### src/rtl/oal_pkg.sv
`timescale 1ns / 1ps
// oal_pkg: shared widths, operation and status codes and structs for the
// ordered array list. Depends on nothing; every other file uses it.
package oal_pkg;

   // item field widths
   localparam int MODE_W   = 2;
   localparam int POS_W    = 5;
   localparam int VALUE_W  = 32;
   localparam int STATUS_W = 2;
   localparam int FOUND_W  = 4;
   localparam int LEN_W    = 5;

   // default list depth
   localparam int DEPTH_DEFAULT = 16;

   // match flags examined per scan cycle
   localparam int CHUNK   = 16;
   localparam int CHUNK_W = 4;

   // operation codes
   localparam logic [MODE_W-1:0] MODE_CLEAR  = 2'd0;
   localparam logic [MODE_W-1:0] MODE_INSERT = 2'd1;
   localparam logic [MODE_W-1:0] MODE_SEARCH = 2'd2;

   // status codes
   localparam logic [STATUS_W-1:0] STAT_OK       = 2'd0;
   localparam logic [STATUS_W-1:0] STAT_FULL     = 2'd1;
   localparam logic [STATUS_W-1:0] STAT_BADPOS   = 2'd2;
   localparam logic [STATUS_W-1:0] STAT_NOTFOUND = 2'd3;

   // per-cycle command to every cell
   typedef struct packed {
      logic insert_ok;
      logic search;
   } cell_ctrl_type;

   // scanner result
   typedef struct packed {
      logic               done;
      logic               hit;
      logic [FOUND_W-1:0] found_index;
   } scan_res_type;

   // result item payload
   typedef struct packed {
      logic [STATUS_W-1:0] status;
      logic [FOUND_W-1:0]  found_index;
      logic [LEN_W-1:0]    length;
   } rsp_type;

endpackage

### src/rtl/oal_req_if.sv
`timescale 1ns / 1ps
// oal_req_if: request channel (valid/ready plus operation fields).
// Depends on oal_pkg for field widths.
interface oal_req_if;
   logic                                valid;
   logic                                ready;
   logic [oal_pkg::MODE_W-1:0]          mode;
   logic [oal_pkg::POS_W-1:0]           position;
   logic signed [oal_pkg::VALUE_W-1:0]  value;

   modport source (output valid, output mode, output position, output value, input ready);
   modport sink   (input valid, input mode, input position, input value, output ready);
endinterface

### src/rtl/oal_rsp_if.sv
`timescale 1ns / 1ps
// oal_rsp_if: response channel (valid/ready plus result fields).
// Depends on oal_pkg for field widths.
interface oal_rsp_if;
   logic                         valid;
   logic                         ready;
   logic [oal_pkg::STATUS_W-1:0] status;
   logic [oal_pkg::FOUND_W-1:0]  found_index;
   logic [oal_pkg::LEN_W-1:0]    length;

   modport source (output valid, output status, output found_index, output length, input ready);
   modport sink   (input valid, input status, input found_index, input length, output ready);
endinterface

### src/rtl/ordered_array_list.sv
`timescale 1ns / 1ps
// ordered_array_list: clear and insert results are registered at the accepting edge
// when the output register is free, else held as pending; search first registers a
// compare in the cells, then the scanner walks 16 match flags per cycle. One item is in
// work at a time; a new item is taken while the previous result waits on rsp.
// Reset (synchronous) empties the list and clears control; entry storage is not cleared.
module ordered_array_list #(
   parameter int DEPTH = oal_pkg::DEPTH_DEFAULT
) (
   input  logic             clock,
   input  logic             reset,
   oal_req_if.sink          req_chan,
   oal_rsp_if.source        rsp_chan
);

   localparam int CNT_W = $clog2(DEPTH + 1);
   localparam int POS_W = oal_pkg::POS_W;
   localparam int CMP_W = (CNT_W > POS_W) ? CNT_W : POS_W;
   localparam int LEN_W = oal_pkg::LEN_W;

   typedef enum logic [2:0] {
      ST_IDLE = 3'b001,
      ST_SCAN = 3'b010,
      ST_HOLD = 3'b100
   } state_type;

   state_type                     state_ff, state_in;
   logic [CNT_W-1:0]              count_ff, count_in;
   logic                          rsp_valid_ff, rsp_valid_in;
   oal_pkg::rsp_type              rsp_data_ff, rsp_data_in;
   oal_pkg::rsp_type              pend_ff, pend_in;

   logic                          accept;
   logic                          out_free;
   logic                          full;
   logic                          bad_pos;
   oal_pkg::cell_ctrl_type        ctrl;
   oal_pkg::rsp_type              imm_res;
   oal_pkg::rsp_type              srch_res;
   oal_pkg::scan_res_type         scan_res;
   logic                          load_out;
   oal_pkg::rsp_type              out_res;
   logic [CNT_W-1:0]              pos_cell;

   logic signed [oal_pkg::VALUE_W-1:0] entry_w [DEPTH];
   logic [DEPTH-1:0]                   hit_w;

   // handshake
   assign accept   = req_chan.valid && req_chan.ready;
   assign out_free = !rsp_valid_ff || rsp_chan.ready;
   assign req_chan.ready = (state_ff == ST_IDLE);

   // insert checks
   assign full     = (count_ff == CNT_W'(DEPTH));
   assign bad_pos  = (CMP_W'(req_chan.position) > CMP_W'(count_ff));
   assign pos_cell = CNT_W'(req_chan.position);

   // immediate result and count update for clear, insert and unused mode
   always_comb begin
      imm_res.status      = oal_pkg::STAT_OK;
      imm_res.found_index = '0;
      imm_res.length      = LEN_W'(count_ff);
      ctrl.insert_ok      = 1'b0;
      ctrl.search         = 1'b0;
      count_in            = count_ff;
      case (req_chan.mode)
         oal_pkg::MODE_CLEAR: begin
            imm_res.length = '0;
            if (accept) begin
               count_in = '0;
            end
         end
         oal_pkg::MODE_INSERT: begin
            if (full) begin
               imm_res.status = oal_pkg::STAT_FULL;
            end else if (bad_pos) begin
               imm_res.status = oal_pkg::STAT_BADPOS;
            end else begin
               imm_res.length = LEN_W'(count_ff + 1'b1);
               ctrl.insert_ok = accept;
               if (accept) begin
                  count_in = count_ff + 1'b1;
               end
            end
         end
         oal_pkg::MODE_SEARCH: begin
            ctrl.search = accept;
         end
         default: begin
         end
      endcase
   end

   // cell chain
   for (genvar g = 0; g < DEPTH; g++) begin : g_cell
      logic signed [oal_pkg::VALUE_W-1:0] left;
      if (g == 0) begin : g_head
         assign left = req_chan.value;
      end else begin : g_body
         assign left = entry_w[g-1];
      end
      oal_cell #(
         .INDEX (g),
         .CNT_W (CNT_W)
      ) u_cell (
         .clock      (clock),
         .ctrl       (ctrl),
         .position   (pos_cell),
         .count      (count_ff),
         .value      (req_chan.value),
         .left_entry (left),
         .entry      (entry_w[g]),
         .hit        (hit_w[g])
      );
   end

   // first-match scanner
   oal_scan #(
      .DEPTH (DEPTH)
   ) u_scan (
      .clock (clock),
      .reset (reset),
      .start (ctrl.search),
      .run   (state_ff == ST_SCAN),
      .hits  (hit_w),
      .res   (scan_res)
   );

   always_comb begin
      srch_res.status      = scan_res.hit ? oal_pkg::STAT_OK : oal_pkg::STAT_NOTFOUND;
      srch_res.found_index = scan_res.hit ? scan_res.found_index : '0;
      srch_res.length      = LEN_W'(count_ff);
   end

   // sequencing and output register loading
   always_comb begin
      state_in = state_ff;
      load_out = 1'b0;
      out_res  = imm_res;
      pend_in  = pend_ff;
      case (state_ff)
         ST_IDLE: begin
            if (accept) begin
               if (req_chan.mode == oal_pkg::MODE_SEARCH) begin
                  state_in = ST_SCAN;
               end else if (out_free) begin
                  load_out = 1'b1;
               end else begin
                  pend_in  = imm_res;
                  state_in = ST_HOLD;
               end
            end
         end
         ST_SCAN: begin
            out_res = srch_res;
            if (scan_res.done) begin
               if (out_free) begin
                  load_out = 1'b1;
                  state_in = ST_IDLE;
               end else begin
                  pend_in  = srch_res;
                  state_in = ST_HOLD;
               end
            end
         end
         ST_HOLD: begin
            out_res = pend_ff;
            if (out_free) begin
               load_out = 1'b1;
               state_in = ST_IDLE;
            end
         end
         default: begin
            state_in = ST_IDLE;
         end
      endcase
   end

   always_comb begin
      rsp_valid_in = rsp_valid_ff;
      rsp_data_in  = rsp_data_ff;
      if (load_out) begin
         rsp_valid_in = 1'b1;
         rsp_data_in  = out_res;
      end else if (rsp_chan.ready) begin
         rsp_valid_in = 1'b0;
      end
   end

   // control registers
   always_ff @(posedge clock) begin
      if (reset) begin
         state_ff     <= ST_IDLE;
         count_ff     <= '0;
         rsp_valid_ff <= 1'b0;
      end else begin
         state_ff     <= state_in;
         count_ff     <= count_in;
         rsp_valid_ff <= rsp_valid_in;
      end
   end

   // payload registers
   always_ff @(posedge clock) begin
      rsp_data_ff <= rsp_data_in;
      pend_ff     <= pend_in;
   end

   assign rsp_chan.valid       = rsp_valid_ff;
   assign rsp_chan.status      = rsp_data_ff.status;
   assign rsp_chan.found_index = rsp_data_ff.found_index;
   assign rsp_chan.length      = rsp_data_ff.length;

   // checks
   a_count_bound: assert property (@(posedge clock) disable iff (reset)
      count_ff <= CNT_W'(DEPTH))
      else $error("list length beyond depth");

   a_hold_needs_busy_out: assert property (@(posedge clock) disable iff (reset)
      (state_ff == ST_HOLD) |-> rsp_valid_ff)
      else $error("pending result while output register is empty");

   a_full_insert_keeps_count: assert property (@(posedge clock) disable iff (reset)
      (accept && (req_chan.mode == oal_pkg::MODE_INSERT) && full) |=> $stable(count_ff))
      else $error("insert into full list changed length");

   a_scan_only_after_search: assert property (@(posedge clock) disable iff (reset)
      (state_ff != ST_SCAN) && (state_in == ST_SCAN) |-> ctrl.search)
      else $error("scan started without a search item");

endmodule

### src/rtl/oal_cell.sv
`timescale 1ns / 1ps
// oal_cell: one list slot; takes its left neighbor's entry on insert and
// flags a match on search. Depends on oal_pkg.
module oal_cell #(
   parameter int INDEX = 0,
   parameter int CNT_W = 5
) (
   input  logic                               clock,
   input  oal_pkg::cell_ctrl_type             ctrl,
   input  logic [CNT_W-1:0]                   position,
   input  logic [CNT_W-1:0]                   count,
   input  logic signed [oal_pkg::VALUE_W-1:0] value,
   input  logic signed [oal_pkg::VALUE_W-1:0] left_entry,
   output logic signed [oal_pkg::VALUE_W-1:0] entry,
   output logic                               hit
);

   localparam logic [CNT_W-1:0] MY_INDEX = CNT_W'(INDEX);

   logic signed [oal_pkg::VALUE_W-1:0] entry_ff, entry_in;
   logic                               hit_ff, hit_in;

   // insert: own slot takes the new value, later live slots shift back
   always_comb begin
      entry_in = entry_ff;
      if (ctrl.insert_ok) begin
         if (MY_INDEX == position) begin
            entry_in = value;
         end else if ((MY_INDEX > position) && (MY_INDEX <= count)) begin
            entry_in = left_entry;
         end
      end
   end

   // search: match only on live slots
   always_comb begin
      hit_in = hit_ff;
      if (ctrl.search) begin
         hit_in = (entry_ff == value) && (MY_INDEX < count);
      end
   end

   always_ff @(posedge clock) begin
      entry_ff <= entry_in;
      hit_ff   <= hit_in;
   end

   assign entry = entry_ff;
   assign hit   = hit_ff;

endmodule

### src/rtl/oal_scan.sv
`timescale 1ns / 1ps
// oal_scan: walks the cells' match flags one chunk per cycle, lowest first,
// and reports the first match. Depends on oal_pkg.
module oal_scan #(
   parameter int DEPTH = oal_pkg::DEPTH_DEFAULT
) (
   input  logic                  clock,
   input  logic                  reset,
   input  logic                  start,
   input  logic                  run,
   input  logic [DEPTH-1:0]      hits,
   output oal_pkg::scan_res_type res
);

   localparam int CH     = oal_pkg::CHUNK;
   localparam int CW     = oal_pkg::CHUNK_W;
   localparam int FW     = oal_pkg::FOUND_W;
   localparam int NCHUNK = (DEPTH + CH - 1) / CH;
   localparam int PAD_W  = NCHUNK * CH;
   localparam int CHK_W  = (NCHUNK > 1) ? $clog2(NCHUNK) : 1;
   localparam int SCAN_W = $clog2(PAD_W);

   logic [CHK_W-1:0]  chunk_ff, chunk_in;
   logic [PAD_W-1:0]  hits_pad;
   logic [SCAN_W-1:0] base;
   logic [CH-1:0]     chunk_bits;
   logic [CW-1:0]     enc;
   logic              any;
   logic              last;
   logic              done;
   logic [SCAN_W-1:0] index;

   // select the current chunk of flags
   assign hits_pad   = PAD_W'(hits);
   assign base       = SCAN_W'(chunk_ff) << CW;
   assign chunk_bits = hits_pad[base +: CH];
   assign any        = |chunk_bits;
   assign last       = (chunk_ff == CHK_W'(NCHUNK - 1));

   // lowest set flag in the chunk
   always_comb begin
      enc = '0;
      for (int j = CH - 1; j >= 0; j--) begin
         if (chunk_bits[j]) begin
            enc = CW'(j);
         end
      end
   end

   assign index = base | SCAN_W'(enc);
   assign done  = run && (any || last);

   // chunk counter
   always_comb begin
      chunk_in = chunk_ff;
      if (start) begin
         chunk_in = '0;
      end else if (run && !done) begin
         chunk_in = chunk_ff + 1'b1;
      end
   end

   always_ff @(posedge clock) begin
      if (reset) begin
         chunk_ff <= '0;
      end else begin
         chunk_ff <= chunk_in;
      end
   end

   assign res.done        = done;
   assign res.hit         = any;
   assign res.found_index = FW'(index);

endmodule
### src/flat_wrapper.sv
// flat-port wrapper written by rule: the top's interface ports become plain ports
module ordered_array_list_flat 
#(
   parameter int DEPTH = oal_pkg::DEPTH_DEFAULT
)
  (clock, reset, req_chan_valid, req_chan_mode, req_chan_position, req_chan_value, req_chan_ready, rsp_chan_valid, rsp_chan_status, rsp_chan_found_index, rsp_chan_length, rsp_chan_ready);
  oal_req_if req_chan_i ();
  oal_rsp_if rsp_chan_i ();
  input  logic clock;
  input  logic reset;
  input wire logic [$bits(req_chan_i.valid)-1:0] req_chan_valid;
  input wire logic [$bits(req_chan_i.mode)-1:0] req_chan_mode;
  input wire logic [$bits(req_chan_i.position)-1:0] req_chan_position;
  input wire logic [$bits(req_chan_i.value)-1:0] req_chan_value;
  output wire logic [$bits(req_chan_i.ready)-1:0] req_chan_ready;
  output wire logic [$bits(rsp_chan_i.valid)-1:0] rsp_chan_valid;
  output wire logic [$bits(rsp_chan_i.status)-1:0] rsp_chan_status;
  output wire logic [$bits(rsp_chan_i.found_index)-1:0] rsp_chan_found_index;
  output wire logic [$bits(rsp_chan_i.length)-1:0] rsp_chan_length;
  input wire logic [$bits(rsp_chan_i.ready)-1:0] rsp_chan_ready;
  assign req_chan_i.valid = req_chan_valid;
  assign req_chan_i.mode = req_chan_mode;
  assign req_chan_i.position = req_chan_position;
  assign req_chan_i.value = req_chan_value;
  assign req_chan_ready = req_chan_i.ready;
  assign rsp_chan_valid = rsp_chan_i.valid;
  assign rsp_chan_status = rsp_chan_i.status;
  assign rsp_chan_found_index = rsp_chan_i.found_index;
  assign rsp_chan_length = rsp_chan_i.length;
  assign rsp_chan_i.ready = rsp_chan_ready;
  ordered_array_list #(.DEPTH(DEPTH)) u_core (.clock(clock), .reset(reset), .req_chan(req_chan_i), .rsp_chan(rsp_chan_i));
endmodule
### config.mk
export PLATFORM = sky130hd
export DESIGN_NAME = ordered_array_list_flat
export DESIGN_NICKNAME = d
export VERILOG_FILES = /design/src/rtl/oal_pkg.sv /design/src/rtl/oal_req_if.sv /design/src/rtl/oal_rsp_if.sv /design/src/rtl/ordered_array_list.sv /design/src/rtl/oal_cell.sv /design/src/rtl/oal_scan.sv /design/src/flat_wrapper.sv
export SDC_FILE = /design/constraint.sdc
export NUM_CORES = 1
export LEC_CHECK = 0
export BUFFER_PORTS_ARGS = -buffer_cell sky130_fd_sc_hd__buf_4
export CAP_MARGIN = 0
export CORE_UTILIZATION = 30
export DETAILED_ROUTE_END_ITERATION = 8
export PLACE_DENSITY = 0.5
export SYNTH_ARGS = -nofsm -noshare
export SYNTH_HDL_FRONTEND = slang
export SYNTH_SLANG_ARGS = --single-unit
### constraint.sdc
create_clock -name clock -period 7.65 [get_ports clock]
set_input_delay 1.1475 -clock clock [delete_from_list [all_inputs] [get_ports clock]]
set_output_delay 1.1475 -clock clock [all_outputs]
set_load 0.02 [all_outputs]
## Word-level counts from Yosys, hierarchy flattened

Cells that the tools add are included.

| cells by class | value |
|---|---|
| mux-type cells | 86 |
| equal/unequal tests | 48 |
| bitwise logic cells | 1 |
| $add $sub $neg | 2 |
| reduce and logical (&&, ||, !) cells | 81 |
| $lt $le $gt $ge | 49 |

Operator list:

| kind | count |
|---|---|
| $mux 32 | 32 |
| $eq 32x32->1 | 16 |
| $mux 4 | 17 |
| $mux 11 | 5 |
| $pmux 11 s2 | 2 |
| $eq 4x5->1 const A | 8 |
| $gt 4x5->1 const A | 8 |
| $le 4x5->1 const A | 8 |
| $lt 4x5->1 const A | 8 |
| $reduce_bool 2->1 | 19 |
| $logic_and 1x1->1 | 35 |
| $reduce_and 2->1 | 16 |
| $mux 5 | 6 |
| $eq 3x5->1 const A | 4 |
| $gt 3x5->1 const A | 4 |
| $le 3x5->1 const A | 4 |
| $lt 3x5->1 const A | 4 |
| $pmux 5 s2 | 2 |
| $mux 3 | 6 |
| $reduce_or 16->1 | 1 |
| $ne 2x2->1 const B | 6 |
| $eq 2x5->1 const A | 2 |
| $gt 1x5->1 const A | 2 |
| $gt 2x5->1 const A | 2 |
| 29 further kinds | 50 |

| word-level totals | value |
|---|---|
| bits of input ports | 43 |
| output and inout port bits | 13 |
| logic and storage cells | 309 |
| flip-flop bits (word level) | 560 |

## Depth between registers and ports, before layout

| depth | value |
|---|---|
| word-level depth | 20 |
| depth in mapped cells | 10 |
| gate-level depth less buffers | 7 |

## Cells and area by module

Synthesis repeated with hierarchy kept, for this count alone.

| second synthesis, totals | value |
|---|---|
| cell total of the unflattened synthesis | 2126 |
| area, all modules | 31936.9 um2 |

By module, submodules not included:

| module | cells each | area an instance (um2) | times used |
|---|---|---|---|
| oal_cell at u_core.g_cell[9].u_cell | 121 | 1939.4 | 1 |
| oal_cell at u_core.g_cell[14].u_cell | 119 | 1925.6 | 1 |
| oal_cell at u_core.g_cell[0].u_cell | 116 | 1916.8 | 1 |
| oal_cell at u_core.g_cell[13].u_cell | 119 | 1911.8 | 1 |
| oal_cell at u_core.g_cell[7].u_cell | 124 | 1906.8 | 1 |
| oal_cell at u_core.g_cell[2].u_cell | 118 | 1903.1 | 1 |
| oal_cell at u_core.g_cell[1].u_cell | 116 | 1895.6 | 1 |
| oal_cell at u_core.g_cell[4].u_cell | 119 | 1895.6 | 1 |
| oal_cell at u_core.g_cell[15].u_cell | 117 | 1894.3 | 1 |
| ordered_array_list | 184 | 1859.3 | 1 |
| oal_cell at u_core.g_cell[3].u_cell | 120 | 1845.5 | 1 |
| oal_cell at u_core.g_cell[10].u_cell | 120 | 1814.2 | 1 |
| oal_cell at u_core.g_cell[6].u_cell | 120 | 1800.5 | 1 |
| oal_cell at u_core.g_cell[11].u_cell | 118 | 1798.0 | 1 |
| +4 rows | -- | -- | -- |

## Worst setup path before layout

Ideal clock, no wire load.

| path | value |
|---|---|
| path kind | in2reg |
| from | in req_chan_position[4] |
| to | reg u_core.g_cell[9].u_cell.entry_ff, in the netlist u_core.g_cell[9].u_cell.entry[0], enable pin |
| arrival time | 5.480 ns |
| library setup time | 0.501 ns |
| setup slack | 1.668 ns |
| stages | 7 |
| buffers on the path | 1 |
| cell sequence | ha_1 > a21oi_1 > nor2b_1 > a21o_1 > buf_4 > nand3_2 > nor4_1 |

| on the way | value |
|---|---|
| word-level cells in the longest chain between the ends | 5 |
| elaborated cells on any way between the ends | 9 |
| those cells by class | order compare (2); eq/ne (1); mux (3); reduce/logical (3) |

Ends and longest elaborated chain:

| element | line | RTL |
|---|---|---|
| start, declared | flat_wrapper.sv:13 | `input wire logic [$bits(req_chan_i.position)-1:0] req_chan_position;` |
| $gt 5x5->1 | ordered_array_list.sv:55 | `assign bad_pos = (CMP_W'(req_chan.position) > CMP_W'(count_ff));` |
| $mux 1 | ordered_array_list.sv:76 | `end else if (bad_pos) begin` |
| $mux 1 | ordered_array_list.sv:74 | `if (full) begin` |
| $mux 1 | ordered_array_list.sv:66 | `case (req_chan.mode)` |
| $reduce_and 2->1 (no line) (*) | -- |  |
| end signal, assigned | oal_cell.sv:44 | `entry_ff <= entry_in;` |
| end, declared | oal_cell.sv:20 | `logic signed [oal_pkg::VALUE_W-1:0] entry_ff, entry_in;` |

Every way passes the cells marked *; elsewhere a longest branch is shown, timed or not.
A chain may end at the register's enable or synchronous reset.

## Worst setup path in the final report

| path | value |
|---|---|
| from | reg u_core.count_ff[1] |
| to | reg u_core.g_cell[7].u_cell.entry_ff, in the netlist u_core.g_cell[7].u_cell.entry[15], enable pin |

| on the way | value |
|---|---|
| word-level cells in the longest chain between the ends | 5 |
| elaborated cells on any way between the ends | 9 |
| those cells by class | order compare (2); eq/ne (1); mux (3); reduce/logical (3) |

Ends and longest elaborated chain:

| element | line | RTL |
|---|---|---|
| start, declared | ordered_array_list.sv:28 | `logic [CNT_W-1:0] count_ff, count_in;` |
| start signal, assigned | ordered_array_list.sv:198 | `count_ff <= count_in;` |
| $gt 5x5->1 | ordered_array_list.sv:55 |  |
| $mux 1 | ordered_array_list.sv:76 |  |
| $mux 1 | ordered_array_list.sv:74 |  |
| $mux 1 | ordered_array_list.sv:66 |  |
| $reduce_and 2->1 (no line) (*) | -- |  |
| end signal, assigned | oal_cell.sv:44 |  |
| end, declared | oal_cell.sv:20 |  |

Marks and branches as above.

==> reports/metrics.cfg <==
[sta]
period_share_pct=60.5
setup_viol=0
final.setup.tns_ns=0
fmax_mhz=216
hold_viol=0
rsz0062_at_grt=false
slew_headroom_pct=16.6
slew_violations=0
skew_ns=0.0289
fin_crit_ns=4.63
worstMarginPinSlew_ns=1.25

[global_route]
overflow=0
grt_first_pass_wirelength_um=135000
grtUsageTotal_pct=18.0
grt_pass1_vias=19100
grt_max_degree=34
antenna_found_initial=4

[place]
gp_congestion=0.862
dp_hpwl_um=64000
port_buffers=55

[setup_path]
required_ns=7.88
start_kind=register
arrival_ns=4.85
r2r_start=u_core.count_ff[1]
rrSetupSlack_ns=3.02
rr_worst_depth=8
path_class=reg2reg
reg2reg_to=u_core.g_cell[7].u_cell.entry[15]
critPathMaxFanout=32
crit_path_end_kind=register

[route]
vias=18000
wl_per_cell_um=26.5
vias_per_cell=5.12
drc=0
dr.first_iter.drc_count=1465
ant_nets=0
first_pass_iters=5
routed_wl_um=93300

[power]
ir_worst_vdd_v=0.000137
clkPwrFrac_pct=45.6
comb_power_share_pct=6.3
power.internal_mw=5.33
sw_frac_of_total_pct=23.6
power.total_mw=6.97
p_per_area_nw_per_um2=204
sequentialPowerShare_pct=48.1
leakage_nw=11.0
p_sw_mw=1.64

[cts]
cts_sinks=560
clock_latency_ns=0.63
clk_pin_slew_ns=0.06
cts-htree-levels=3
cts_setup_buffers=0
max-clock-path-buffers=3
cts-hold-fix-buffers=0
cts-resized-gates=0
cts_tree=yes
cts_made_buffers=67
root_buffer=clkbuf_16

[worst_hold_path]
min_delay_path_depth=1
hold_end=u_core.u_scan.chunk_ff
hp-start=u_core.u_scan.chunk_ff
worstHoldPathType=reg2reg

[floorplan]
dieArea_um2=102000
start_util_pct=30.3
fp-row-count=116
fp.dieW_um=320
ios=56
core_um2=100000
die_y_um=320

[yosys]
ys_ff_latch=560
synthFlopType=edfxtp_1
synthesis.nets=2258
synthCells=2207
synth_edf_count=550
synth-async-reset-ratio_pct=0
synth.cell_area_um2=30300
avgSynthCellArea_um2=13.7
yosys_warnings=0
synth_cell_types=65
synth_seq_area_share_pct=55.1

[layout]
drive_gt1_share_pct=31.4
final_nets=2221
area_delta_synth_final_pct=12.5

[flow_run]
max-cap-violations=0

[status]
status=finished, final reports clean

[kinds of logic after synthesis]
family	Yosys count	share of synthesized area, %
AO/OA/AOI/OAI	99	2.19
XOR/XNOR	513	14.8
adder cells (fa/ha/maj)	8	0.330
buffers and inverters	210	2.97
flip-flops	560	55.1
multiplexers	480	18.2
AND/OR/NAND/NOR	337	6.41
[flip-flops by register name, indices dropped and copies added (netlist names)]
name and flops:
u_core.count_ff 5, u_core.g_cell.u_cell.entry 512, u_core.g_cell.u_cell.hit 16, u_core.pend_ff 11, u_core.rsp_chan.found_index 4, u_core.rsp_chan.length 5
u_core.rsp_chan.status 2, u_core.rsp_chan.valid 1, u_core.state_ff 3, u_core.u_scan.chunk_ff 1
[metal layers]
| layer | part of all wire [%] | track usage, % | routed length [µm] | vias to the layer above |
|---|---|---|---|---|
| li1 | - | - | - | 8111 |
| met1 | 43 | 23.2 | 40500 | 9330 |
| met2 | 50 | 31.5 | 46700 | 461 |
| met3 | 4.1 | 2.36 | 3830 | 139 |
| met4 | 2.4 | 5.25 | 2210 | 0 |
| met5 | 0 | 0 | 0 | - |
[through the flow]
step                utilization [%]  area (µm²)  hold WS (ns)  instances  setup WS, ns
finish                         34.1       34100         0.518       3525          3.02
global route                   34.1       34100         0.539       3522          2.75
CTS                            34.1       34100         0.522       3522          3.06
detailed placement             31.9       32000         0.512       3399          2.93
global placement               31.9       32000         0.508       3399          2.95
floorplan                         -       30300         0.489       2207          1.67
[power groups by stage]
stage	combinational (mW)	clock, mW	sequential, mW
6_report	0.436	3.18	3.35
2_1_floorplan	0.281	0	3.42
3_3_place_gp	0.433	0	3.42
4_1_cts	0.437	3.26	3.35
5_1_grt	0.461	3.37	3.35
3_5_place_dp	0.435	0	3.42
[critical path: stages (launching register included)]
cell and delay, ns:
dfxtp_1 0.79, inv_1 0.37, ha_1 0.33, and4bb_2 0.28, nor3_2 0.32, a21o_1 0.34
nand3_2 0.55, buf_4 0.41, a21oi_4 0.81
[worst max path at each step]
stage | start | end | slack [ns] | cells past startpoint
floorplan | req_chan_position[4] | u_core.g_cell[9].u_cell.entry[0] | 1.67 | 7
CTS | u_core.count_ff[1] | u_core.g_cell[7].u_cell.entry[15] | 3.06 | 8
global placement | req_chan_position[4] | u_core.g_cell[7].u_cell.entry[14] | 2.95 | 8
detailed placement | req_chan_position[4] | u_core.g_cell[7].u_cell.entry[14] | 2.93 | 8
global route | u_core.count_ff[1] | u_core.g_cell[7].u_cell.entry[3] | 2.75 | 8
finish | u_core.count_ff[1] | u_core.g_cell[7].u_cell.entry[15] | 3.02 | 8
[cell usage after synthesis, drive strengths merged (6+ instances only)]
cell | count | area share, %
dfxtp | 10 | 0.66
nand2 | 30 | 0.37
nand2b | 12 | 0.25
inv | 11 | 0.14
nor4 | 105 | 2.3
a21oi | 23 | 0.38
or3 | 6 | 0.12
nor3 | 22 | 0.40
buf | 78 | 1.3
nor2 | 43 | 0.53
nor2b | 7 | 0.14
a31oi | 11 | 0.23
xor2 | 350 | 10
mux2 | 480 | 18
ha | 8 | 0.33
a211oi | 6 | 0.16
clkbuf | 121 | 1.5
nand4 | 60 | 1.2
o21ai | 19 | 0.31
xnor2 | 163 | 4.7
nand3 | 28 | 0.48
edfxtp | 550 | 54
[layout make-up]
type | instances | area (µm²)
clock buffer | 83 | 1740
antenna | 3 | 7.51
sequential | 560 | 16700
multi-input combinational | 1437 | 12900
clock inverter | 40 | 425
fill | 9723 | 66000
timing repair buffer | 93 | 698
inverter | 11 | 41.3
tap | 1298 | 1620
[cell usage in the layout, fill, tap and decap left out, drive strengths merged, types with 22 or more instances in the layout]
| cell type | synthesis | routed |
|---|---|---|
| mux2 | 480 | 480 |
| nand2 | 30 | 30 |
| nand3 | 28 | 28 |
| xor2 | 350 | 350 |
| a21oi | 23 | 23 |
| xnor2 | 163 | 163 |
| nor3 | 22 | 22 |
| clkinv | 0 | 27 |
| nand4 | 60 | 60 |
| buf | 78 | 93 |
| nor2 | 43 | 43 |
| clkbuf | 121 | 83 |
| nor4 | 105 | 105 |
| edfxtp | 550 | 550 |
Power figures use the tool's default switching activity.
